==> src/hdl/rmch_pkg.sv <==
package rmch_pkg;

    localparam int COORD_W     = 32;
    localparam int FRAC_BITS   = 16;
    localparam int WIDE_W      = 3 * COORD_W + 8;
    localparam int DIG_W       = 8;
    localparam int NDIG        = WIDE_W / DIG_W;
    localparam int PROD_W      = 2 * WIDE_W;
    localparam int DIV_W       = WIDE_W + 32;
    localparam int DIST_W      = 31;
    localparam int IDX_W       = 10;
    localparam int COUNT_W     = 11;
    localparam int EPS_W       = 32;
    localparam int TMIN_W      = 31;
    localparam int MAX_TRI_DEF = 1024;
    localparam int PC_W        = 5;

    typedef logic [PC_W-1:0] t_pc;

    // last micro-op of each group in the per-triangle program
    localparam t_pc PC_DET_END = 5'd8;
    localparam t_pc PC_TN_END  = 5'd23;
    localparam t_pc PC_TMIN    = 5'd24;
    localparam t_pc PC_CMP_END = 5'd26;

    typedef struct packed {
        logic                      mode;
        logic [IDX_W-1:0]          tri_index;
        logic signed [COORD_W-1:0] a_x;
        logic signed [COORD_W-1:0] a_y;
        logic signed [COORD_W-1:0] a_z;
        logic signed [COORD_W-1:0] b_x;
        logic signed [COORD_W-1:0] b_y;
        logic signed [COORD_W-1:0] b_z;
        logic signed [COORD_W-1:0] c_x;
        logic signed [COORD_W-1:0] c_y;
        logic signed [COORD_W-1:0] c_z;
    } t_in_item;

    typedef struct packed {
        logic              hit;
        logic [IDX_W-1:0]  hit_tri;
        logic [DIST_W-1:0] hit_distance;
    } t_out_item;

    typedef struct packed {
        logic signed [COORD_W-1:0] v0_x;
        logic signed [COORD_W-1:0] v0_y;
        logic signed [COORD_W-1:0] v0_z;
        logic signed [COORD_W-1:0] e1_x;
        logic signed [COORD_W-1:0] e1_y;
        logic signed [COORD_W-1:0] e1_z;
        logic signed [COORD_W-1:0] e2_x;
        logic signed [COORD_W-1:0] e2_y;
        logic signed [COORD_W-1:0] e2_z;
    } t_tri;

    typedef struct packed {
        logic [COUNT_W-1:0] tri_count;
        logic [EPS_W-1:0]   det_eps;
        logic [TMIN_W-1:0]  t_min;
    } t_cfg;

    typedef enum logic [1:0] {
        CFG_TRI_COUNT = 2'd0,
        CFG_DET_EPS   = 2'd1,
        CFG_T_MIN     = 2'd2
    } t_cfg_idx;

    typedef enum logic [4:0] {
        SRC_DX, SRC_DY, SRC_DZ,
        SRC_E1X, SRC_E1Y, SRC_E1Z,
        SRC_E2X, SRC_E2Y, SRC_E2Z,
        SRC_SX, SRC_SY, SRC_SZ,
        SRC_HX, SRC_HY, SRC_HZ,
        SRC_QX, SRC_QY, SRC_QZ,
        SRC_DET, SRC_TN, SRC_TMIN, SRC_BDET, SRC_BNUM
    } t_src;

    typedef enum logic [3:0] {
        DST_NONE, DST_HX, DST_HY, DST_HZ, DST_DET,
        DST_QX, DST_QY, DST_QZ, DST_UN, DST_VN, DST_TN
    } t_dst;

    typedef struct packed {
        t_src a;
        t_src b;
        logic sub;
        logic first;
        logic last;
        t_dst dst;
    } t_mac_op;

    typedef enum logic [3:0] {
        S_IDLE, S_FETCH, S_LOAD, S_MAC_GO, S_MAC_WAIT,
        S_DET_ABS, S_DET_CHK, S_FLIP, S_UV_CHK, S_T_CHK,
        S_BEST_CHK, S_BEST_UPD, S_NEXT, S_DIV_GO, S_DIV_WAIT, S_OUT
    } t_state;

    typedef struct packed {
        t_mac_op op;
        logic    store_wr;
        logic    ray_load;
        logic    rd_issue;
        logic    tri_load;
        logic    mac_start;
        logic    mac_acc;
        logic    det_fix;
        logic    uvt_flip;
        logic    best_upd;
        logic    idx_inc;
        logic    div_start;
        logic    out_load;
    } t_cmd;

    typedef struct packed {
        logic mul_done;
        logic div_done;
        logic more;
        logic det_ok;
        logic uv_ok;
        logic t_ok;
        logic closer;
        logic found;
        logic out_busy;
    } t_stat;

    function automatic t_mac_op mk_op(input t_src a, input t_src b, input logic sub,
                                      input logic first, input logic last, input t_dst dst);
        t_mac_op op;
        op.a     = a;
        op.b     = b;
        op.sub   = sub;
        op.first = first;
        op.last  = last;
        op.dst   = dst;
        return op;
    endfunction

    // per-triangle multiply-accumulate program: h, det, q, u, v, t, t_min test, ordering
    function automatic t_mac_op mac_prog(input t_pc pc);
        t_mac_op op;
        case (pc)
            5'd0:    op = mk_op(SRC_DY,   SRC_E2Z,  1'b0, 1'b1, 1'b0, DST_NONE);
            5'd1:    op = mk_op(SRC_DZ,   SRC_E2Y,  1'b1, 1'b0, 1'b1, DST_HX);
            5'd2:    op = mk_op(SRC_DZ,   SRC_E2X,  1'b0, 1'b1, 1'b0, DST_NONE);
            5'd3:    op = mk_op(SRC_DX,   SRC_E2Z,  1'b1, 1'b0, 1'b1, DST_HY);
            5'd4:    op = mk_op(SRC_DX,   SRC_E2Y,  1'b0, 1'b1, 1'b0, DST_NONE);
            5'd5:    op = mk_op(SRC_DY,   SRC_E2X,  1'b1, 1'b0, 1'b1, DST_HZ);
            5'd6:    op = mk_op(SRC_E1X,  SRC_HX,   1'b0, 1'b1, 1'b0, DST_NONE);
            5'd7:    op = mk_op(SRC_E1Y,  SRC_HY,   1'b0, 1'b0, 1'b0, DST_NONE);
            5'd8:    op = mk_op(SRC_E1Z,  SRC_HZ,   1'b0, 1'b0, 1'b1, DST_DET);
            5'd9:    op = mk_op(SRC_SY,   SRC_E1Z,  1'b0, 1'b1, 1'b0, DST_NONE);
            5'd10:   op = mk_op(SRC_SZ,   SRC_E1Y,  1'b1, 1'b0, 1'b1, DST_QX);
            5'd11:   op = mk_op(SRC_SZ,   SRC_E1X,  1'b0, 1'b1, 1'b0, DST_NONE);
            5'd12:   op = mk_op(SRC_SX,   SRC_E1Z,  1'b1, 1'b0, 1'b1, DST_QY);
            5'd13:   op = mk_op(SRC_SX,   SRC_E1Y,  1'b0, 1'b1, 1'b0, DST_NONE);
            5'd14:   op = mk_op(SRC_SY,   SRC_E1X,  1'b1, 1'b0, 1'b1, DST_QZ);
            5'd15:   op = mk_op(SRC_SX,   SRC_HX,   1'b0, 1'b1, 1'b0, DST_NONE);
            5'd16:   op = mk_op(SRC_SY,   SRC_HY,   1'b0, 1'b0, 1'b0, DST_NONE);
            5'd17:   op = mk_op(SRC_SZ,   SRC_HZ,   1'b0, 1'b0, 1'b1, DST_UN);
            5'd18:   op = mk_op(SRC_DX,   SRC_QX,   1'b0, 1'b1, 1'b0, DST_NONE);
            5'd19:   op = mk_op(SRC_DY,   SRC_QY,   1'b0, 1'b0, 1'b0, DST_NONE);
            5'd20:   op = mk_op(SRC_DZ,   SRC_QZ,   1'b0, 1'b0, 1'b1, DST_VN);
            5'd21:   op = mk_op(SRC_E2X,  SRC_QX,   1'b0, 1'b1, 1'b0, DST_NONE);
            5'd22:   op = mk_op(SRC_E2Y,  SRC_QY,   1'b0, 1'b0, 1'b0, DST_NONE);
            5'd23:   op = mk_op(SRC_E2Z,  SRC_QZ,   1'b0, 1'b0, 1'b1, DST_TN);
            5'd24:   op = mk_op(SRC_TMIN, SRC_DET,  1'b0, 1'b1, 1'b1, DST_NONE);
            5'd25:   op = mk_op(SRC_TN,   SRC_BDET, 1'b0, 1'b1, 1'b0, DST_NONE);
            5'd26:   op = mk_op(SRC_BNUM, SRC_DET,  1'b1, 1'b0, 1'b1, DST_NONE);
            default: op = mk_op(SRC_DX,   SRC_DX,   1'b0, 1'b1, 1'b1, DST_NONE);
        endcase
        return op;
    endfunction

endpackage

==> src/hdl/rmch_ctrl.sv <==
module rmch_ctrl (
    input  logic            i_clk,
    input  logic            i_rst_n,
    input  logic            i_in_valid,
    input  logic            i_in_mode,
    output logic            o_in_ready,
    output rmch_pkg::t_cmd  o_cmd,
    input  rmch_pkg::t_stat i_stat
);
    import rmch_pkg::*;

    t_state r_state, n_state;
    t_pc    r_pc, n_pc;

    always_ff @(posedge i_clk) begin
        if (!i_rst_n) begin
            r_state <= S_IDLE;
            r_pc    <= '0;
        end else begin
            r_state <= n_state;
            r_pc    <= n_pc;
        end
    end

    always_comb begin
        n_state = r_state;
        n_pc    = r_pc;
        case (r_state)
            S_IDLE: begin
                if (i_in_valid && i_in_mode) begin
                    n_state = S_FETCH;
                end
            end
            S_FETCH: begin
                if (i_stat.more) begin
                    n_state = S_LOAD;
                end else if (i_stat.found) begin
                    n_state = S_DIV_GO;
                end else begin
                    n_state = S_OUT;
                end
            end
            S_LOAD: begin
                n_pc    = '0;
                n_state = S_MAC_GO;
            end
            S_MAC_GO: n_state = S_MAC_WAIT;
            S_MAC_WAIT: begin
                if (i_stat.mul_done) begin
                    n_pc = r_pc + 1'b1;
                    case (r_pc)
                        PC_DET_END: n_state = S_DET_ABS;
                        PC_TN_END:  n_state = S_FLIP;
                        PC_TMIN:    n_state = S_T_CHK;
                        PC_CMP_END: n_state = S_BEST_CHK;
                        default:    n_state = S_MAC_GO;
                    endcase
                end
            end
            S_DET_ABS: n_state = S_DET_CHK;
            S_DET_CHK: n_state = i_stat.det_ok ? S_MAC_GO : S_NEXT;
            S_FLIP:    n_state = S_UV_CHK;
            S_UV_CHK:  n_state = i_stat.uv_ok ? S_MAC_GO : S_NEXT;
            S_T_CHK: begin
                if (!i_stat.t_ok) begin
                    n_state = S_NEXT;
                end else if (!i_stat.found) begin
                    n_state = S_BEST_UPD;
                end else begin
                    n_state = S_MAC_GO;
                end
            end
            S_BEST_CHK: n_state = i_stat.closer ? S_BEST_UPD : S_NEXT;
            S_BEST_UPD: n_state = S_NEXT;
            S_NEXT:     n_state = S_FETCH;
            S_DIV_GO:   n_state = S_DIV_WAIT;
            S_DIV_WAIT: begin
                if (i_stat.div_done) begin
                    n_state = S_OUT;
                end
            end
            S_OUT: begin
                if (!i_stat.out_busy) begin
                    n_state = S_IDLE;
                end
            end
            default: n_state = S_IDLE;
        endcase
    end

    always_comb begin
        o_cmd      = '0;
        o_cmd.op   = mac_prog(r_pc);
        o_in_ready = 1'b0;
        case (r_state)
            S_IDLE: begin
                o_in_ready     = 1'b1;
                o_cmd.store_wr = i_in_valid && !i_in_mode;
                o_cmd.ray_load = i_in_valid && i_in_mode;
            end
            S_FETCH:    o_cmd.rd_issue  = i_stat.more;
            S_LOAD:     o_cmd.tri_load  = 1'b1;
            S_MAC_GO:   o_cmd.mac_start = 1'b1;
            S_MAC_WAIT: o_cmd.mac_acc   = i_stat.mul_done;
            S_DET_ABS:  o_cmd.det_fix   = 1'b1;
            S_FLIP:     o_cmd.uvt_flip  = 1'b1;
            S_BEST_UPD: o_cmd.best_upd  = 1'b1;
            S_NEXT:     o_cmd.idx_inc   = 1'b1;
            S_DIV_GO:   o_cmd.div_start = 1'b1;
            S_OUT:      o_cmd.out_load  = !i_stat.out_busy;
            default: ;
        endcase
    end

    a_mul_in_wait: assert property (@(posedge i_clk) disable iff (!i_rst_n)
        i_stat.mul_done |-> r_state == S_MAC_WAIT)
        else $error("multiplier finished outside a wait");

    a_div_in_wait: assert property (@(posedge i_clk) disable iff (!i_rst_n)
        i_stat.div_done |-> r_state == S_DIV_WAIT)
        else $error("divider finished outside a wait");

    a_cmp_needs_best: assert property (@(posedge i_clk) disable iff (!i_rst_n)
        r_state == S_BEST_CHK |-> i_stat.found)
        else $error("ordering test without a stored best hit");

    a_out_to_idle: assert property (@(posedge i_clk) disable iff (!i_rst_n)
        (r_state == S_OUT && !i_stat.out_busy) |=> (r_state == S_IDLE && i_stat.out_busy))
        else $error("result load did not complete");

endmodule

==> config.mk <==
export PLATFORM = sky130hd
export DESIGN_NAME = rmch_ctrl
export DESIGN_NICKNAME = d
export VERILOG_FILES = /design/src/hdl/rmch_pkg.sv /design/src/hdl/rmch_ctrl.sv
export SDC_FILE = /design/constraint.sdc
export NUM_CORES = 1
export LEC_CHECK = 0
export BUFFER_PORTS_ARGS = -buffer_cell sky130_fd_sc_hd__buf_2
export CORE_UTILIZATION = 50
export CTS_CLUSTER_DIAMETER = 200
export DETAILED_ROUTE_END_ITERATION = 10
export MAX_ROUTING_LAYER = met4
export PLACE_DENSITY = 0.72
export SLEW_MARGIN = 10
export SYNTH_ARGS = -nofsm -noshare
export SYNTH_HDL_FRONTEND = slang
export SYNTH_SLANG_ARGS = --single-unit
export TNS_END_PERCENT = 10
==> constraint.sdc <==
create_clock -name i_clk -period 3.1 [get_ports i_clk]
set_input_delay 0.31 -clock i_clk [delete_from_list [all_inputs] [get_ports i_clk]]
set_output_delay 0.31 -clock i_clk [all_outputs]
set_load 0.05 [all_outputs]
Word level (Yosys, flattened, before mapping). Memories as Yosys holds them, arrays and structs flattened. A register that Yosys moved wholly into a read port is not among the register bits. Index checks and enable logic that the tools add are counted.

Flip-flop bits (word level): 9. ROM bits: 544. Bits of input ports: 13. Output and inout bits: 30. Logic and storage cells: 64. Memories kept: 1.

Memory list: (no name shown) (words 32, bits a word 17, rd ports 1, clocked after Yosys merged registers in 1, write ports 0, RTL line rmch_pkg.sv:143) `case (pc)`.

$add $sub $neg: 1. Equality and inequality tests: 23. Mux-type cells: 29. Reduce and logical (&&, ||, !) cells: 8.

Operators with widths (number): $pmux 4 s16 (1); $mux 4 (9); $eq 4x4->1 const B (8); $eq 4x3->1 const B (4); $pmux 4 s4 (1); $eq 5x5->1 const B (3); $mux 5 (3); $mux 1 (11); $pmux 5 s2 (1); $eq 4x2->1 const B (2); $ne 2x2->1 const B (4); $add 5x1->5 const B (1); $eq 5x4->1 const B (1); $eq 4x1->1 const B (1); $logic_not 4->1 (1); $mux 2 (2); $reduce_and 4->1 (1); $mux 3 (1); $logic_and 1x1->1 (2); $logic_not 1->1 (2); $reduce_and 2->1 (1); $reduce_bool 2->1 (1).

Depth between registers and ports, before layout.
Word-level depth: 5. Depth in mapped cells: 12.

Least setup slack after synthesis. No wires, ideal clock.

Path kind: register to output. From: reg r_state[0]. To: out o_cmd[11] (netlist name). Data arrival time: 2.924 ns. Required time: 2.790 ns. Path slack: -0.134 ns. Cell stages (with the launch flop): 6. Cells stage by stage: dfxtp_1 clkbuf_1 or2_2 nor3_1 nand2_1 nor2_1.

RTL lines: start, declared (RTL line rmch_ctrl.sv:12) `t_state r_state, n_state;`; start signal, assigned (RTL line rmch_ctrl.sv:20) `r_state <= n_state;`; end, declared (RTL line rmch_ctrl.sv:7) `output rmch_pkg::t_cmd o_cmd,`.

Final worst setup path.
From: reg r_pc[0]. To: reg o_cmd[18] (netlist name).

Cells in the longest elaborated chain, start to end: 5.

RTL lines: start, declared (RTL line rmch_ctrl.sv:13) `t_pc r_pc, n_pc;`; start signal, assigned (RTL line rmch_ctrl.sv:21) `r_pc <= n_pc;`; $add 5x1->5 (RTL line rmch_ctrl.sv:50) `n_pc = r_pc + 1'b1;`; $mux 5 (RTL line rmch_ctrl.sv:49) `if (i_stat.mul_done) begin`; $pmux 5 s2 (RTL line rmch_ctrl.sv:28) `case (r_state)`; $mux 5 (no source line) (*) (2 in a row).

Mark *: on every way between the ends. The rest lies on a longest branch, timed or not. The select of a mux whose other input is x is not followed. A chain may end at the register's enable or synchronous reset.

==> out/summary.txt <==
Reg2reg start - r_pc[0]
R2R depth - 9
Synth unique cells - 65
Area post-placement - 2404 µm²
Mapped Avg Cell Area - 7.623 µm²
Core region area - 4058 µm²
Reg2reg end - o_cmd[18]
Post-detail-place hpwl - 4.079 mm
Clock Latency Late Sink - 0.27 ns
Synth Area in Adders - 7.009%
Reg clk slew, reported paths - 0.09 ns
Final antenna-violating net count - 0
Min-Delay Path Class - input pin to flop
Synth top cells by count - 26 x dfxtp_1, 26 x nand2_1, 19 x inv_1, 19 x nor2_1, 15 x o21ai_0
Fin Hold WS - 0.4413 ns
Period utilisation layout - 85.77%
Vias in the first global route - 1820
Synth Area in XOR/XNOR - 0.8178%
Worst EP arrival - 2.82 ns
Post-synthesis sequential area ratio - 24.30%
Final net count - 344
Area taken by flip-flops and latches - 520.5 µm²
Crit end category - flop
Final Wtd Congestion - 0.9740
Status - finished clean
Top_reg_cell synth - dfxtp_1
IO Port Bufs - 42
Final WS setup - 0.4411 ns
Main combinational cell family by area after synthesis - compound AO/OA/AOI/OAI gates
Routed wire length - 5.659 mm
Post-CTS Setup Inserts - 0
Avg Vias per Cell - 6.049
Max-slew headroom - 60.63%
Max Cap Viol - 0
Final-report setup violation count - 0
Final Hold Vio Count - 0
DIE AREA - 4550 µm²
Post-route DRC - 0
Initial antenna violation count - 0
CTS Buf Count - 3
Post-synth EDFFs - 0
DP Cell Count - 364
Synthesis-to-finish area growth - 15.54%
# fillers - 383
Asr flop ratio synth - 0%
CTS tree - done
CP Max Fanout - 8
Finished Layout Cells - 368
CTS resizes - 0
Final Slew Violations - 0
Maximum clock frequency - 376.1 MHz
GRT overflow - 0
Io pins - 43
Pwr per Cell Area - 526.2 nW/µm²
Std-Cell Rows - 23
Required time of the critical path - 3.26 ns
Post-layout min period - 2.659 ns
Placement Setup Slack - 0.4946 ns
Post-synthesis cell count - 281
Post-synthesis compound-gate area fraction - 29.96%
DR vias - 2226
Drt pass-1 iters - 4
Worst setup SP type - flop
Post-route setup TNS - 0 ns
Clock skew - 0.003981 ns
Leading area contributor after synthesis - dfxtp_1
Yosys reg bits - 26
Syn Nets - 306
Synth warnings - 0
Clock Path Buffers - 2
Critical path class - flop to flop
Largest net degree at the start of global routing - 26
Die H - 67.46 µm
H-tree level count - 1
WHS Path Cells - 2
Initial Util - 52.79%
Hold Path End - r_state[0]
Area of the multi-input gates - 1456 µm²
Syn Std Cell Area - 2142 µm²
Worst slew pin tran - 0.5883 ns
DRT iter0 DRCs - 239
Top-area cell type share of the netlist area - 24.30%
Die width - 67.46 µm
Clock sinks - 26
Mux cell area share after synthesis - 2.921%
Register-to-register setup slack - 0.44 ns
Unrepaired setup endpoints after global routing - no
Diode count - 0
Leak - 0.001107 µW
Synth area leaders - dfxtp_1 24%, ha_1 7.0%, nand2_1 4.6%
HP Start - i_rst_n
Post-CTS Hold Fix Bufs - 0
Simple-Gate Fraction of Synth Area - 27.04%
First-pass GRT wire length - 9.066 mm
GRT Overall Usage - 27.02%
Final Instance Area - 2475 µm²
Max IR drop VDD - 0.0002757 V
Layout cells sized above 1 - 23.58%
Avg WL per Cell - 15.38 µm
Root Buffer - clkbuf_8
final cells by class:
class                           count  area share, %
Inverter                           21          3.185
Sequential cell                    26          21.03
Clock buffer                        3          1.668
Clock inverter                      1          1.213
Timing Repair Buffer               52          11.53
Multi-Input combinational cell    215          58.85
Tap cell                           50          2.528
routing by layer:
| metal | vias to the layer above | part of all wire, % | global-route usage [%] |
|---|---|---|---|
| li1 | 1113 | - | - |
| met1 | 1015 | 50 | 40.97 |
| met2 | 88 | 42 | 35.13 |
| met3 | 10 | 6.3 | 5.405 |
| met4 | 0 | 1.2 | 7.181 |
| met5 | - | 0 | - |
cells in the final DEF, fill, tap and decap left out, drive strengths merged, types with 5 or more instances in the layout:
cell / count
o211ai: 7
and3: 5
ha: 12
nand2: 27
a211oi: 5
nor2b: 5
inv: 21
nor2: 19
o21ai: 16
o22ai: 7
o31ai: 6
buf: 52
nand3: 12
a21oi: 10
a31oi: 8
nand2b: 6
nor3: 10
dfxtp: 26
stage by stage:
step | util (%) | total power [µW]
2_1_floorplan | - | 880.5
3_3_place_gp | 59.24 | 1020
3_5_place_dp | 59.24 | 1021
4_1_cts | 60.99 | 1301
5_1_grt | 60.99 | 1385
6_report | 60.99 | 1302
worst max-delay path, cell delays in order, from the launching register on:
cell	delay, ns
dfxtp_1	0.43
inv_1	0.13
ha_1	0.32
and3_1	0.16
o21ai_1	0.44
inv_1	0.23
ha_1	0.29
or2_2	0.30
a32oi_1	0.16
o22ai_1	0.09
flip-flops by register name, indices dropped and copies added, names as in the netlist:
signal   flops
r_pc         5
o_cmd       17
r_state      4
kinds of logic (layout without fill, tap and decap cells):
| logic type | Yosys count | in the layout |
|---|---|---|
| XOR/XNOR | 2 | 2 |
| multiplexers | 6 | 6 |
| AO/OA/AOI/OAI | 89 | 89 |
| adder cells (fa/ha/maj) | 12 | 12 |
| buffers and inverters | 40 | 77 |
| flip-flops | 26 | 26 |
| AND/OR/NAND/NOR | 106 | 106 |
how the worst max path moves through the flow:
| stage | startpoint | endpoint | cells after the start |
|---|---|---|---|
| 2_1_floorplan | r_state[0] | o_cmd[9] | 3 |
| 3_3_place_gp | r_pc[0] | o_cmd[20] | 8 |
| 3_5_place_dp | r_pc[0] | o_cmd[18] | 9 |
| 4_1_cts | r_pc[0] | o_cmd[18] | 9 |
| 5_1_grt | r_pc[0] | o_cmd[20] | 10 |
| 6_report | r_pc[0] | o_cmd[18] | 9 |
power by group:
part	switching [µW]	internal, µW	total, µW
sequential	40.2	366	407
combinational	414	203	617
clock	106	173	279
total	560	742	1300
(Power assumes the default switching activity.)
